### src/rtl/esv_pkg.sv
// Package for the ElGamal sign/verify engine: widths, register indexes, opcodes.
// Used by every module of the block.
package esv_pkg;
    localparam int DefWidth = 32;
    localparam int CfgIdxW = 2;
    localparam logic [CfgIdxW-1:0] RegPrime = 2'd0;
    localparam logic [CfgIdxW-1:0] RegGen = 2'd1;
    localparam logic [CfgIdxW-1:0] RegPriv = 2'd2;
    localparam logic [CfgIdxW-1:0] RegPub = 2'd3;
    localparam logic OpSign = 1'b0;
    localparam logic OpVerify = 1'b1;
endpackage

### src/rtl/esv_modmul.sv
// Bit-serial modular multiplier: one bit of b per cycle, double and add.
// Depends on esv_pkg.
module esv_modmul #(
    parameter int WIDTH = esv_pkg::DefWidth
) (
    input  logic             aclk,
    input  logic             aresetn,
    input  logic             start,
    input  logic [WIDTH-1:0] a,
    input  logic [WIDTH-1:0] b,
    input  logic [WIDTH-1:0] m,
    output logic             done,
    output logic [WIDTH-1:0] prod
);
    import esv_pkg::*;
    localparam int CW = $clog2(WIDTH + 1);

    typedef enum logic [1:0] {IDLE, RED_A, RED_B, RUN} st_t;
    st_t st_reg;
    logic [WIDTH-1:0] a_reg, b_reg, acc_reg;
    logic [CW-1:0] cnt_reg;
    logic done_reg;

    // Reductions of operands below m by repeated subtraction would be slow for wide
    // values, so operand a is reduced bit-serially as a*1 via the same loop.
    logic [WIDTH:0] dbl, dsum;
    logic [WIDTH-1:0] dbl_m, addv;
    always_comb begin
        dbl = {acc_reg, 1'b0};
        dbl_m = (dbl >= {1'b0, m}) ? WIDTH'(dbl - {1'b0, m}) : dbl[WIDTH-1:0];
        addv = b_reg[WIDTH-1] ? a_reg : '0;
        dsum = {1'b0, dbl_m} + {1'b0, addv};
        if (dsum >= {1'b0, m}) dsum = dsum - {1'b0, m};
    end

    // RED_A: reduce a mod m by computing a*1 with a as the serial operand.
    always_ff @(posedge aclk) begin
        if (!aresetn) begin
            st_reg <= IDLE;
            done_reg <= 1'b0;
        end else begin
            done_reg <= 1'b0;
            unique case (st_reg)
                IDLE: if (start) begin
                    a_reg <= WIDTH'(1) % 1 == 0 ? WIDTH'(1) : '0;
                    b_reg <= a;
                    acc_reg <= '0;
                    cnt_reg <= CW'(WIDTH);
                    st_reg <= RED_A;
                end
                RED_A: begin
                    acc_reg <= WIDTH'(dsum);
                    b_reg <= b_reg << 1;
                    cnt_reg <= cnt_reg - 1'b1;
                    if (cnt_reg == CW'(1)) begin
                        a_reg <= WIDTH'(dsum);
                        b_reg <= b;
                        acc_reg <= '0;
                        cnt_reg <= CW'(WIDTH);
                        st_reg <= RUN;
                    end
                end
                RUN: begin
                    acc_reg <= WIDTH'(dsum);
                    b_reg <= b_reg << 1;
                    cnt_reg <= cnt_reg - 1'b1;
                    if (cnt_reg == CW'(1)) begin
                        done_reg <= 1'b1;
                        st_reg <= IDLE;
                    end
                end
                default: st_reg <= IDLE;
            endcase
        end
    end
    // m below 2: result zero; 1 % 1 handled since acc reduces below m only for m>=1.
    assign done = done_reg;
    assign prod = (m == '0) ? '0 : (m == WIDTH'(1)) ? '0 : acc_reg;
endmodule

### src/rtl/esv_core.sv
// Sequencer for sign and verify: exponentiations, inverse by extended Euclid with a
// bit-serial divider. Depends on esv_pkg and esv_modmul.
module esv_core #(
    parameter int WIDTH = esv_pkg::DefWidth
) (
    input  logic             aclk,
    input  logic             aresetn,
    input  logic             start,
    input  logic             op,
    input  logic [WIDTH-1:0] msg,
    input  logic [WIDTH-1:0] k,
    input  logic [WIDTH-1:0] sr,
    input  logic [WIDTH-1:0] ss,
    input  logic [WIDTH-1:0] p,
    input  logic [WIDTH-1:0] g,
    input  logic [WIDTH-1:0] d,
    input  logic [WIDTH-1:0] beta,
    output logic             busy,
    output logic             fin,
    output logic [31:0]      r_out,
    output logic [31:0]      s_out,
    output logic             valid_out,
    output logic             kerr_out
);
    import esv_pkg::*;
    localparam int CW = $clog2(WIDTH + 1);

    typedef enum logic [4:0] {
        IDLE, INV_INIT, INV_RED, INV_LOOP, INV_DIV, INV_STEP, INV_FIX, PW_INIT, PW_MUL,
        PW_MW, PW_SQ, PW_SW, PW_NEXT, AFTER_PW, DR_W, DIFF, S_W, V_W, FINISH
    } st_t;
    st_t st_reg;

    logic [WIDTH-1:0] n_reg;
    logic [WIDTH-1:0] e0_reg, e1_reg, et0_reg, et1_reg, dvd_reg, rem_reg, qacc_reg;
    logic [WIDTH-1:0] kinv_reg;
    logic [WIDTH-1:0] base_reg, exp_reg, pacc_reg, m_reg;
    logic [CW-1:0] bit_reg;
    logic [1:0] phase_reg;
    logic [WIDTH-1:0] r_reg, t0_reg, t1_reg, s_reg;
    logic valid_reg, kerr_reg, fin_reg;
    logic op_reg;
    logic [WIDTH-1:0] msg_reg, k_reg, sr_reg, ss_reg;
    logic [WIDTH-1:0] ma_reg, mb_reg;
    logic mstart_reg, mdone;
    logic [WIDTH-1:0] mprod;

    esv_modmul #(.WIDTH(WIDTH)) u_mul (
        .aclk(aclk), .aresetn(aresetn), .start(mstart_reg), .a(ma_reg), .b(mb_reg),
        .m(m_reg), .done(mdone), .prod(mprod)
    );

    // One quotient bit per cycle; the quotient times t1 is folded in mod n as it goes.
    logic [WIDTH:0] rsh, rnext, qdbl, qsum;
    logic [WIDTH-1:0] qdbl_m, qadd;
    logic qbit;
    always_comb begin
        rsh = {rem_reg, dvd_reg[WIDTH-1]};
        qbit = (rsh >= {1'b0, e1_reg});
        rnext = qbit ? rsh - {1'b0, e1_reg} : rsh;
        qdbl = {qacc_reg, 1'b0};
        qdbl_m = (qdbl >= {1'b0, n_reg}) ? WIDTH'(qdbl - {1'b0, n_reg}) : qdbl[WIDTH-1:0];
        qadd = qbit ? et1_reg : '0;
        qsum = {1'b0, qdbl_m} + {1'b0, qadd};
        if (qsum >= {1'b0, n_reg}) qsum = qsum - {1'b0, n_reg};
    end

    always_ff @(posedge aclk) begin
        if (!aresetn) begin
            st_reg <= IDLE;
            mstart_reg <= 1'b0;
            fin_reg <= 1'b0;
        end else begin
            mstart_reg <= 1'b0;
            fin_reg <= 1'b0;
            unique case (st_reg)
                IDLE: if (start) begin
                    r_reg <= '0; s_reg <= '0; valid_reg <= 1'b0; kerr_reg <= 1'b0;
                    op_reg <= op; msg_reg <= msg; k_reg <= k; sr_reg <= sr; ss_reg <= ss;
                    n_reg <= p - 1'b1;
                    m_reg <= p;
                    if (p < WIDTH'(2)) begin
                        kerr_reg <= (op == OpSign);
                        st_reg <= FINISH;
                    end else if (op == OpSign) begin
                        st_reg <= INV_INIT;
                    end else begin
                        base_reg <= g; exp_reg <= msg; phase_reg <= 2'd0;
                        st_reg <= PW_INIT;
                    end
                end
                INV_INIT: begin
                    // With n equal to one every key is invertible and the inverse is zero.
                    if (n_reg == WIDTH'(1)) begin
                        kinv_reg <= '0;
                        base_reg <= g; exp_reg <= k_reg; phase_reg <= 2'd0;
                        st_reg <= PW_INIT;
                    end else begin
                        m_reg <= n_reg;
                        ma_reg <= k_reg; mb_reg <= WIDTH'(1); mstart_reg <= 1'b1;
                        st_reg <= INV_RED;
                    end
                end
                INV_RED: if (mdone) begin
                    e0_reg <= n_reg; e1_reg <= mprod;
                    et0_reg <= '0; et1_reg <= WIDTH'(1);
                    st_reg <= INV_LOOP;
                end
                INV_LOOP: begin
                    if (e1_reg == '0) begin
                        st_reg <= INV_FIX;
                    end else begin
                        dvd_reg <= e0_reg; rem_reg <= '0; qacc_reg <= '0;
                        bit_reg <= CW'(WIDTH);
                        st_reg <= INV_DIV;
                    end
                end
                INV_DIV: begin
                    rem_reg <= WIDTH'(rnext);
                    dvd_reg <= dvd_reg << 1;
                    qacc_reg <= WIDTH'(qsum);
                    bit_reg <= bit_reg - 1'b1;
                    if (bit_reg == CW'(1)) st_reg <= INV_STEP;
                end
                INV_STEP: begin
                    e0_reg <= e1_reg; e1_reg <= rem_reg;
                    et0_reg <= et1_reg;
                    et1_reg <= (et0_reg >= qacc_reg) ? et0_reg - qacc_reg
                                                     : et0_reg + (n_reg - qacc_reg);
                    st_reg <= INV_LOOP;
                end
                INV_FIX: begin
                    if (e0_reg != WIDTH'(1)) begin
                        kerr_reg <= 1'b1;
                        st_reg <= FINISH;
                    end else begin
                        kinv_reg <= et0_reg;
                        base_reg <= g; exp_reg <= k_reg; phase_reg <= 2'd0;
                        st_reg <= PW_INIT;
                    end
                end
                PW_INIT: begin
                    pacc_reg <= WIDTH'(1);
                    bit_reg <= CW'(WIDTH);
                    m_reg <= p;
                    st_reg <= PW_MUL;
                end
                PW_MUL: begin
                    if (exp_reg[0]) begin
                        ma_reg <= pacc_reg; mb_reg <= base_reg; mstart_reg <= 1'b1;
                        st_reg <= PW_MW;
                    end else st_reg <= PW_SQ;
                end
                PW_MW: if (mdone) begin
                    pacc_reg <= mprod; st_reg <= PW_SQ;
                end
                PW_SQ: begin
                    ma_reg <= base_reg; mb_reg <= base_reg; mstart_reg <= 1'b1;
                    st_reg <= PW_SW;
                end
                PW_SW: if (mdone) begin
                    base_reg <= mprod; st_reg <= PW_NEXT;
                end
                PW_NEXT: begin
                    exp_reg <= exp_reg >> 1;
                    bit_reg <= bit_reg - 1'b1;
                    st_reg <= (bit_reg == CW'(1)) ? AFTER_PW : PW_MUL;
                end
                AFTER_PW: begin
                    if (op_reg == OpSign) begin
                        r_reg <= pacc_reg;
                        m_reg <= n_reg;
                        ma_reg <= d; mb_reg <= pacc_reg; mstart_reg <= 1'b1;
                        st_reg <= DR_W;
                    end else if (phase_reg == 2'd0) begin
                        t0_reg <= pacc_reg;
                        base_reg <= beta; exp_reg <= sr_reg; phase_reg <= 2'd1;
                        st_reg <= PW_INIT;
                    end else if (phase_reg == 2'd1) begin
                        t1_reg <= pacc_reg;
                        base_reg <= sr_reg; exp_reg <= ss_reg; phase_reg <= 2'd2;
                        st_reg <= PW_INIT;
                    end else begin
                        ma_reg <= t1_reg; mb_reg <= pacc_reg; mstart_reg <= 1'b1;
                        st_reg <= V_W;
                    end
                end
                DR_W: if (mdone) begin
                    t1_reg <= mprod;
                    ma_reg <= msg_reg; mb_reg <= WIDTH'(1); mstart_reg <= 1'b1;
                    st_reg <= DIFF;
                end
                DIFF: if (mdone) begin
                    ma_reg <= (mprod >= t1_reg) ? mprod - t1_reg : mprod + (n_reg - t1_reg);
                    mb_reg <= kinv_reg; mstart_reg <= 1'b1;
                    st_reg <= S_W;
                end
                S_W: if (mdone) begin
                    s_reg <= mprod; st_reg <= FINISH;
                end
                V_W: if (mdone) begin
                    valid_reg <= (mprod == t0_reg); st_reg <= FINISH;
                end
                FINISH: begin
                    fin_reg <= 1'b1; st_reg <= IDLE;
                end
                default: st_reg <= IDLE;
            endcase
        end
    end

    assign busy = (st_reg != IDLE) || fin_reg;
    assign fin = fin_reg;
    assign r_out = 32'(r_reg);
    assign s_out = 32'(s_reg);
    assign valid_out = valid_reg;
    assign kerr_out = kerr_reg;

    a_fin_from_finish: assert property (@(posedge aclk) disable iff (!aresetn)
        fin_reg |-> $past(st_reg) == FINISH) else $error("fin without finish");
    a_excl: assert property (@(posedge aclk) disable iff (!aresetn)
        fin_reg |-> !(valid_reg && kerr_reg)) else $error("valid and key error");
    a_err_zero: assert property (@(posedge aclk) disable iff (!aresetn)
        (fin_reg && kerr_reg) |-> (r_reg == '0 && s_reg == '0)) else $error("err nonzero");
endmodule

### src/rtl/elgamal_sign_verify.sv
// ElGamal sign/verify engine over a configured prime modulus: top level with
// configuration registers and output register. Depends on esv_pkg and esv_core.
// One request is processed at a time. Everything runs through a single bit-serial
// modular multiplier; a sign request costs an extended-Euclid inverse (one
// product to reduce k, then up to about 1.5*WIDTH bit-serial division steps) plus
// WIDTH to 2*WIDTH products for g^k, and three more; a verify request costs three
// exponentiations, up to 6*WIDTH+1 products.
module elgamal_sign_verify #(
    parameter int WIDTH = esv_pkg::DefWidth
) (
    input  logic                        aclk,
    input  logic                        aresetn,
    input  logic                        cfg_we,
    input  logic [esv_pkg::CfgIdxW-1:0] cfg_index,
    input  logic [WIDTH-1:0]            cfg_data,
    input  logic                        s_valid,
    output logic                        s_ready,
    input  logic                        s_operation,
    input  logic [31:0]                 s_message,
    input  logic [31:0]                 s_ephemeral_key,
    input  logic [31:0]                 s_sig_r,
    input  logic [31:0]                 s_sig_s,
    output logic                        m_valid,
    input  logic                        m_ready,
    output logic [31:0]                 m_out_r,
    output logic [31:0]                 m_out_s,
    output logic                        m_valid_res,
    output logic                        m_key_error
);
    import esv_pkg::*;

    logic [WIDTH-1:0] p_reg, g_reg, d_reg, b_reg;
    logic busy, fin, valid_o, kerr_o, mv_reg;
    logic [31:0] r_o, s_o;
    logic [WIDTH-1:0] msg_x, k_x, sr_x, ss_x;

    function automatic logic [WIDTH-1:0] fit(input logic [31:0] x);
        logic [63:0] t;
        t = {32'd0, x};
        return t[WIDTH-1:0];
    endfunction

    assign msg_x = fit(s_message);
    assign k_x = fit(s_ephemeral_key);
    assign sr_x = fit(s_sig_r);
    assign ss_x = fit(s_sig_s);

    always_ff @(posedge aclk) begin
        if (!aresetn) begin
            p_reg <= WIDTH'(877); g_reg <= WIDTH'(6);
            d_reg <= WIDTH'(59); b_reg <= WIDTH'(349);
        end else if (cfg_we) begin
            unique case (cfg_index)
                RegPrime: p_reg <= cfg_data;
                RegGen: g_reg <= cfg_data;
                RegPriv: d_reg <= cfg_data;
                RegPub: b_reg <= cfg_data;
                default: ;
            endcase
        end
    end

    assign s_ready = !busy && !mv_reg;

    esv_core #(.WIDTH(WIDTH)) u_core (
        .aclk(aclk), .aresetn(aresetn), .start(s_valid && s_ready), .op(s_operation),
        .msg(msg_x), .k(k_x), .sr(sr_x), .ss(ss_x), .p(p_reg), .g(g_reg), .d(d_reg),
        .beta(b_reg), .busy(busy), .fin(fin), .r_out(r_o), .s_out(s_o),
        .valid_out(valid_o), .kerr_out(kerr_o)
    );

    always_ff @(posedge aclk) begin
        if (!aresetn) begin
            mv_reg <= 1'b0;
        end else begin
            if (fin) begin
                mv_reg <= 1'b1;
                m_out_r <= r_o; m_out_s <= s_o;
                m_valid_res <= valid_o; m_key_error <= kerr_o;
            end else if (m_ready) mv_reg <= 1'b0;
        end
    end
    assign m_valid = mv_reg;
endmodule

### config.mk
export PLATFORM = sky130hd
export DESIGN_NAME = elgamal_sign_verify
export DESIGN_NICKNAME = d
export VERILOG_FILES = /design/src/rtl/esv_pkg.sv /design/src/rtl/esv_modmul.sv /design/src/rtl/esv_core.sv /design/src/rtl/elgamal_sign_verify.sv
export SDC_FILE = /design/constraint.sdc
export NUM_CORES = 2
export LEC_CHECK = 0
export BUFFER_PORTS_ARGS = -buffer_cell sky130_fd_sc_hd__buf_2
export CORE_MARGIN = 10
export CORE_UTILIZATION = 35
export CTS_CLUSTER_SIZE = 14
export DETAILED_ROUTE_END_ITERATION = 7
export MAX_ROUTING_LAYER = met4
export PLACE_DENSITY = 0.52
export SYNTH_ARGS = -nofsm -noshare
export SYNTH_HDL_FRONTEND = slang
export SYNTH_SLANG_ARGS = --single-unit
### constraint.sdc
create_clock -name aclk -period 12.98 [get_ports aclk]
set_input_delay 2.596 -clock aclk [delete_from_list [all_inputs] [get_ports aclk]]
set_output_delay 2.596 -clock aclk [all_outputs]
set_load 0.005 [all_outputs]
Word-level counts from Yosys, hierarchy flattened:

Index checks and enable logic that the tools add are counted.

* register bits after elaboration: 1054
* input port bits: 168
* output and inout bits: 68
* logic and storage cells: 326

* add/subtract/negate cells: 16
* magnitude comparators: 8
* equal/unequal tests: 58
* muxes and demuxes: 137
* bitwise operators: 1
* reduce and logical (&&, ||, !) cells: 60

Operators by type and width (number)
* 2-to-1 mux 32 bit: 62
* one-hot mux 32 bit (2 select lines): 13
* one-hot mux 32 bit (6 select lines): 2
* one-hot mux 32 bit (5 select lines): 2
* subtractor 32 bit: 9
* one-hot mux 32 bit (3 select lines): 2
* greater-or-equal comparator 33 x 32 -> 1 bit: 5
* one-hot mux 32 bit (4 select lines): 1
* one-hot mux 5 bit (17 select lines): 1
* adder 32 x 32 -> 33 bit: 2
* 2-to-1 mux 5 bit: 13
* adder 32 bit: 2
* == test 32 x 1 -> 1 bit (second input constant): 2
* greater-or-equal comparator 32 bit: 2
* zero test 32 bit: 2
* == test 5 x 4 -> 1 bit (second input constant): 8
* one-hot mux 6 bit (3 select lines): 2
* == test 32 bit: 1
* less-than comparator 32 x 2 -> 1 bit (second input constant): 1
* != test 2 bit (second input constant): 16
* != test 32 x 1 -> 1 bit (second input constant): 1
* subtractor 32 x 1 -> 32 bit (second input constant): 1
* AND reduction 4 bit: 7
* 2-to-1 mux 2 bit: 13
* 37 further kinds: 110

Depth between registers and ports, before layout:

* word-level depth: 7
* gate-level depth with buffers: 37
* depth with buffers taken out: 33

Cells and area by module:

Synthesis repeated with hierarchy kept, for this count alone.

* cell total of the unflattened synthesis: 6554
* area total of the unflattened synthesis: 65292.6 µm²

By module, submodules not included
* esv_core: times used 1, cells each 4738, area each 47594.4 µm², sequential area each 22571.6 µm²
* esv_modmul: times used 1, cells each 1280, area each 10860.4 µm², sequential area each 3123.0 µm²
* elgamal_sign_verify: times used 1, cells each 536, area each 6837.8 µm², sequential area each 4564.4 µm²

Worst setup path after synthesis:

Ideal clock, no wire load.

* path kind: in2reg
* start point: in aresetn
* end point: reg u_core.dvd_reg[0] (enable)
* setup time: 0.786 ns
* arrival time: 12.091 ns
* data required time: 12.194 ns
* slack: 0.103 ns
* stages: 3
* path buffers: 1
* cell sequence: clkbuf_1 > nand2b_1 > nor4_1

* word-level cells in the longest chain between the ends: 1

Ends and longest elaborated chain
* from (decl): RTL line elgamal_sign_verify.sv:12 `input logic aresetn,`
* AND reduction 3 bit (no source line)
* to (signal assigned): RTL line esv_core.sv:120 `dvd_reg <= dvd_reg << 1;`
* to (decl): RTL line esv_core.sv:35 `logic [WIDTH-1:0] e0_reg, e1_reg, et0_reg, et1_reg, dvd_reg, rem_reg, qacc_reg;`

Every way passes these cells.
A chain may end at the register's enable or synchronous reset.

Final worst setup path:

* start point: reg u_core.u_mul.acc_reg[2]
* end point: reg u_core.u_mul.a_reg[2] (data pin)

* word-level cells in the longest chain between the ends: 7
* elaborated cells between the ends (all ways): 9
* those cells by class: add/sub (3); order compare (2); mux (4)

Ends and longest elaborated chain
* from (decl): RTL line esv_modmul.sv:20 `logic [WIDTH-1:0] a_reg, b_reg, acc_reg;`
* from (signal assigned): RTL line esv_modmul.sv:52 `acc_reg <= WIDTH'(dsum);`
* from (signal assigned): RTL line esv_modmul.sv:64 `acc_reg <= WIDTH'(dsum);`
* greater-or-equal comparator 33 x 32 -> 1 bit / subtractor 32 bit (equally long branches): RTL line esv_modmul.sv:30 `dbl_m = (dbl >= {1'b0, m}) ? WIDTH'(dbl - {1'b0, m}) : dbl[WIDTH-1:0];`
* 2-to-1 mux 32 bit *: RTL line esv_modmul.sv:30
* adder 32 x 32 -> 33 bit *: RTL line esv_modmul.sv:32 `dsum = {1'b0, dbl_m} + {1'b0, addv};`
* subtractor 32 bit / greater-or-equal comparator 33 x 32 -> 1 bit (equally long branches): RTL line esv_modmul.sv:33 `if (dsum >= {1'b0, m}) dsum = dsum - {1'b0, m};`
* 2-to-1 mux 32 bit *: RTL line esv_modmul.sv:33
* 2-to-1 mux 32 bit *: RTL line esv_modmul.sv:55 `if (cnt_reg == CW'(1)) begin`
* one-hot mux 32 bit (2 select lines) *: RTL line esv_modmul.sv:43 `unique case (st_reg)`
* to (signal assigned): RTL line esv_modmul.sv:45 `a_reg <= WIDTH'(1) % 1 == 0 ? WIDTH'(1) : '0;`
* to (signal assigned): RTL line esv_modmul.sv:56 `a_reg <= WIDTH'(dsum);`
* to (decl): RTL line esv_modmul.sv:20

Mark *: on every way between the ends. The rest lies on a longest branch, timed or not. The select of a mux whose other input is x is not followed.

==> run summary <==
The tools report the number of hold violations in the final report as 0. TritonCTS built the clock tree. The first detailed-routing pass took 6 iterations. For the number of DRC violations after detailed routing, the log shows 0. The logs give 7130 for the net count after synthesis and 18300 for the fill cell total of the finished layout. The initial cell density of the core was 0.351; the setup-violating endpoint count in the final report was 0. The run gives 264000 microns as the routed wire length. The total of hold buffers inserted after clock tree synthesis was 0. Setup repair after global routing left no endpoint under its margin.

The kind of end point of the critical path was a flip-flop. In this run the worst hold path is classified as flip-flop to flip-flop. The run gives 37 as the number of antenna violations at the first check in global routing. STA classifies the critical path startpoint as a flip-flop. The ratio of cells with drive above 1 in the final layout is 0.0999, and the quantity of gates resized following cts is 0.

For the clock sink count, the log shows 1054. At the pin with the least slew margin, the transition time is 1190 ps. The net count of the finished layout is 7333. The tools report the critical path required time as 13510 ps. The HPWL after detailed placement is 203000 microns. The cell area that synthesis handed to floorplanning was 64900 sq um.

For this design the top-level I/O count stands at 236. The via count of the first global-routing pass is 50500, and the number of nets with antenna violations after detailed routing is 0. Input and output buffers added on the ports amount to 235. The flow ran to the end, and the final reports show no timing, DRC or antenna violations. The later pin in the worst-skew pair is clocked with a latency of 800 ps. The count of flip-flops with a built-in enable after synthesis was 915.

The largest single stage delay on the critical path is 810 ps. Part of the cycle the worst path needs: 0.805. The H-tree level count came out at 3.

The proportion of synthesized flip-flops having asynchronous set or reset works out to 0. The startpoint-to-endpoint class of the critical path was flip-flop to flip-flop. The total count of max-transition violations in the final report was 0; the average vias per placed instance was 5.73. Power comes to 19.7 mW. Summed over all layers, the global routing overflow is 0. The tools report the post-synthesis sequential area ratio as 0.466. The horizontal die dimension was 451 microns; the worst slew slack as a fraction of its limit was 0.197.

The worst-case IR drop observed on VDD is 360 uV. After clock tree synthesis, the clock-pin slew on the worst setup and hold paths is 60 ps. For this design, the slowest cell found on the critical path is sky130_fd_sc_hd__a31oi_2.

The tools report the total leakage power as 29.0 nW. Based on the critical path, the design can be clocked at up to 0.0957 GHz. The congestion estimate from routability-driven global placement came to 1.01. Among cell families on the critical path, the largest total delay comes from compound AO/OA/AOI/OAI gates. Entering global routing, the biggest net connects 129 pins. Synthesis inferred 1054 register bits. The count of buffer and inverter cells on the critical path was 1; the y dimension of the die was 451 microns. The tightest hold path in the finished design has a slack of 415 ps.

After technology mapping, the gate count stands at 6534. Averaged over all synthesized cells, the footprint is 9.94 sq um. The first global-routing pass estimated 372000 microns of wire. The final route contains 53500 vias.

During synthesis, Yosys emitted a total of 0 warnings. The clock skew after layout was 62.4 ps; the number of max-cap violations was 0. Among all flip-flop cells after synthesis, the most frequent one is sky130_fd_sc_hd__edfxtp_1.

The area occupied by registers was 30300 sq um. In the final timing run, aggregate negative setup slack is 0 ps. The number of buffers on the longest clock path is 3, and the count of standard-cell rows is 158. Clock root buffer: sky130_fd_sc_hd__clkbuf_16. Along the worst path, the maximum fanout reaches 31. The total routing usage reported by global routing was 0.256; the initial detailed-routing violation count was 6572. From synthesis to final layout, the design area changed by 12.8%.

The smallest clock period supported by the final layout is computed as 10450 ps. Dividing the detail-routed wire length by the instance count gives 28.3 microns. Power spread over the standard cell area amounts to 269 nW/um^2.

Data on the critical path arrives at its endpoint at 10980 ps. The area of the multi-input gates was 32000 sq um. The number of setup buffers added after CTS was 0. Most repeated library cell on the critical path: sky130_fd_sc_hd__ha_1. The logs give 203000 sq um for the die footprint and 119 for the number of clock buffers inserted by TritonCTS. The region available for standard cell placement spans 185000 sq um. The count of cell types in the netlist came out at 117.
[final timing paths]
kind / end / from / cells past startpoint / slack, ps
setup / recovery: u_core.u_mul.a_reg[2] / u_core.u_mul.acc_reg[2] / 32 / 2530
hold / removal: m_out_r[9] / u_core.r_out[9] / 0 / 420
setup reg to reg: u_core.u_mul.a_reg[2] / u_core.u_mul.acc_reg[2] / 32 / 2530
hold reg to reg: m_out_r[9] / u_core.r_out[9] / 0 / 420
[per-stage QoR]
stage | instance area, sq um | setup slack, ps | cells | utilization
after floorplan | 64900 | 103 | 6534 | -
after global placement | 69200 | 2910 | 9096 | 0.374
after detailed placement | 69200 | 2690 | 9096 | 0.374
after CTS | 73200 | 2650 | 9320 | 0.396
after global routing | 73300 | 1900 | 9329 | 0.396
final | 73300 | 2530 | 9331 | 0.396
[cell usage after synthesis, types with 53 or more instances]
cell type | number | area, sq um
sky130_fd_sc_hd__o21ai_0 | 399 | 2000
sky130_fd_sc_hd__nand3_1 | 109 | 546
sky130_fd_sc_hd__fa_1 | 71 | 1420
sky130_fd_sc_hd__a21oi_1 | 468 | 2340
sky130_fd_sc_hd__xnor2_1 | 210 | 1840
sky130_fd_sc_hd__and3_1 | 101 | 632
sky130_fd_sc_hd__a221o_1 | 106 | 1060
sky130_fd_sc_hd__nor4_1 | 63 | 394
sky130_fd_sc_hd__clkbuf_1 | 237 | 890
sky130_fd_sc_hd__a21o_1 | 151 | 1130
sky130_fd_sc_hd__nor3_1 | 99 | 495
sky130_fd_sc_hd__nor2_1 | 539 | 2020
sky130_fd_sc_hd__a211oi_1 | 53 | 398
sky130_fd_sc_hd__xor2_1 | 112 | 981
sky130_fd_sc_hd__dfxtp_1 | 139 | 2780
sky130_fd_sc_hd__ha_1 | 357 | 4470
sky130_fd_sc_hd__and2_1 | 85 | 532
sky130_fd_sc_hd__nor2b_1 | 60 | 375
sky130_fd_sc_hd__nand2_1 | 827 | 3100
sky130_fd_sc_hd__inv_1 | 449 | 1690
sky130_fd_sc_hd__edfxtp_1 | 915 | 27500
sky130_fd_sc_hd__mux2i_1 | 221 | 2210
[layout by cell type (no fill, tap or decap), types with 19 or more instances in the layout]
master / count
sky130_fd_sc_hd__edfxtp_1: 915
sky130_fd_sc_hd__nand2_1: 824
sky130_fd_sc_hd__nor2_1: 528
sky130_fd_sc_hd__a21oi_1: 468
sky130_fd_sc_hd__inv_1: 448
sky130_fd_sc_hd__o21ai_0: 398
sky130_fd_sc_hd__ha_1: 357
sky130_fd_sc_hd__buf_2: 235
sky130_fd_sc_hd__mux2i_1: 221
sky130_fd_sc_hd__xnor2_1: 210
sky130_fd_sc_hd__a21o_1: 151
sky130_fd_sc_hd__dfxtp_1: 138
sky130_fd_sc_hd__buf_4: 123
sky130_fd_sc_hd__clkbuf_16: 121
sky130_fd_sc_hd__xor2_1: 112
sky130_fd_sc_hd__nand3_1: 108
sky130_fd_sc_hd__a221o_1: 106
sky130_fd_sc_hd__and3_1: 99
sky130_fd_sc_hd__nor3_1: 93
sky130_fd_sc_hd__and2_1: 84
sky130_fd_sc_hd__fa_1: 71
sky130_fd_sc_hd__nor2b_1: 60
sky130_fd_sc_hd__nor4_1: 58
sky130_fd_sc_hd__a211oi_1: 53
sky130_fd_sc_hd__o21a_1: 52
sky130_fd_sc_hd__nand4_1: 52
sky130_fd_sc_hd__nand2b_1: 50
sky130_fd_sc_hd__o21bai_1: 43
sky130_fd_sc_hd__o221ai_1: 39
sky130_fd_sc_hd__a31oi_1: 36
sky130_fd_sc_hd__o211ai_1: 26
sky130_fd_sc_hd__mux2_2: 24
sky130_fd_sc_hd__or3_1: 22
sky130_fd_sc_hd__clkbuf_1: 22
sky130_fd_sc_hd__clkinv_1: 21
sky130_fd_sc_hd__o31ai_1: 20
sky130_fd_sc_hd__a221oi_1: 19
[cell type report]
type,count,share of cell area
multi-input combinational,4751,0.437
sequential,1054,0.413
clock buffer,154,0.0445
tap,2480,0.0423
timing repair buffer,360,0.0292
inverter,451,0.0231
clock inverter,70,0.0103
antenna,11,0.000376
[kinds of logic after synthesis]
| family | count (synthesis) | synth area share |
|---|---|---|
| adders and majority gates | 428 | 0.0907 |
| buffers and inverters | 729 | 0.0439 |
| DFF | 1054 | 0.466 |
| muxes | 248 | 0.0388 |
| AOI/OAI and AO/OA | 1645 | 0.168 |
| xor gates and xnor gates | 322 | 0.0434 |
| and+or+nand+nor | 2108 | 0.149 |
[power by group]
part | switching, mW | internal, mW
sequential | 0.407 | 4.39
combinational | 7.11 | 4.33
clock | 1.52 | 1.98
total | 9.04 | 10.7
[metal layers]
metal / GRT usage / vias up / part of all wire
li1: - / 24200 / -
met1: 0.339 / 26400 / 0.42
met4: 0.112 / 0 / 0.050
met5: - / - / 0
met2: 0.382 / 2388 / 0.44
met3: 0.0468 / 455 / 0.085
No activity file was read; power rests on OpenSTA's default activity.
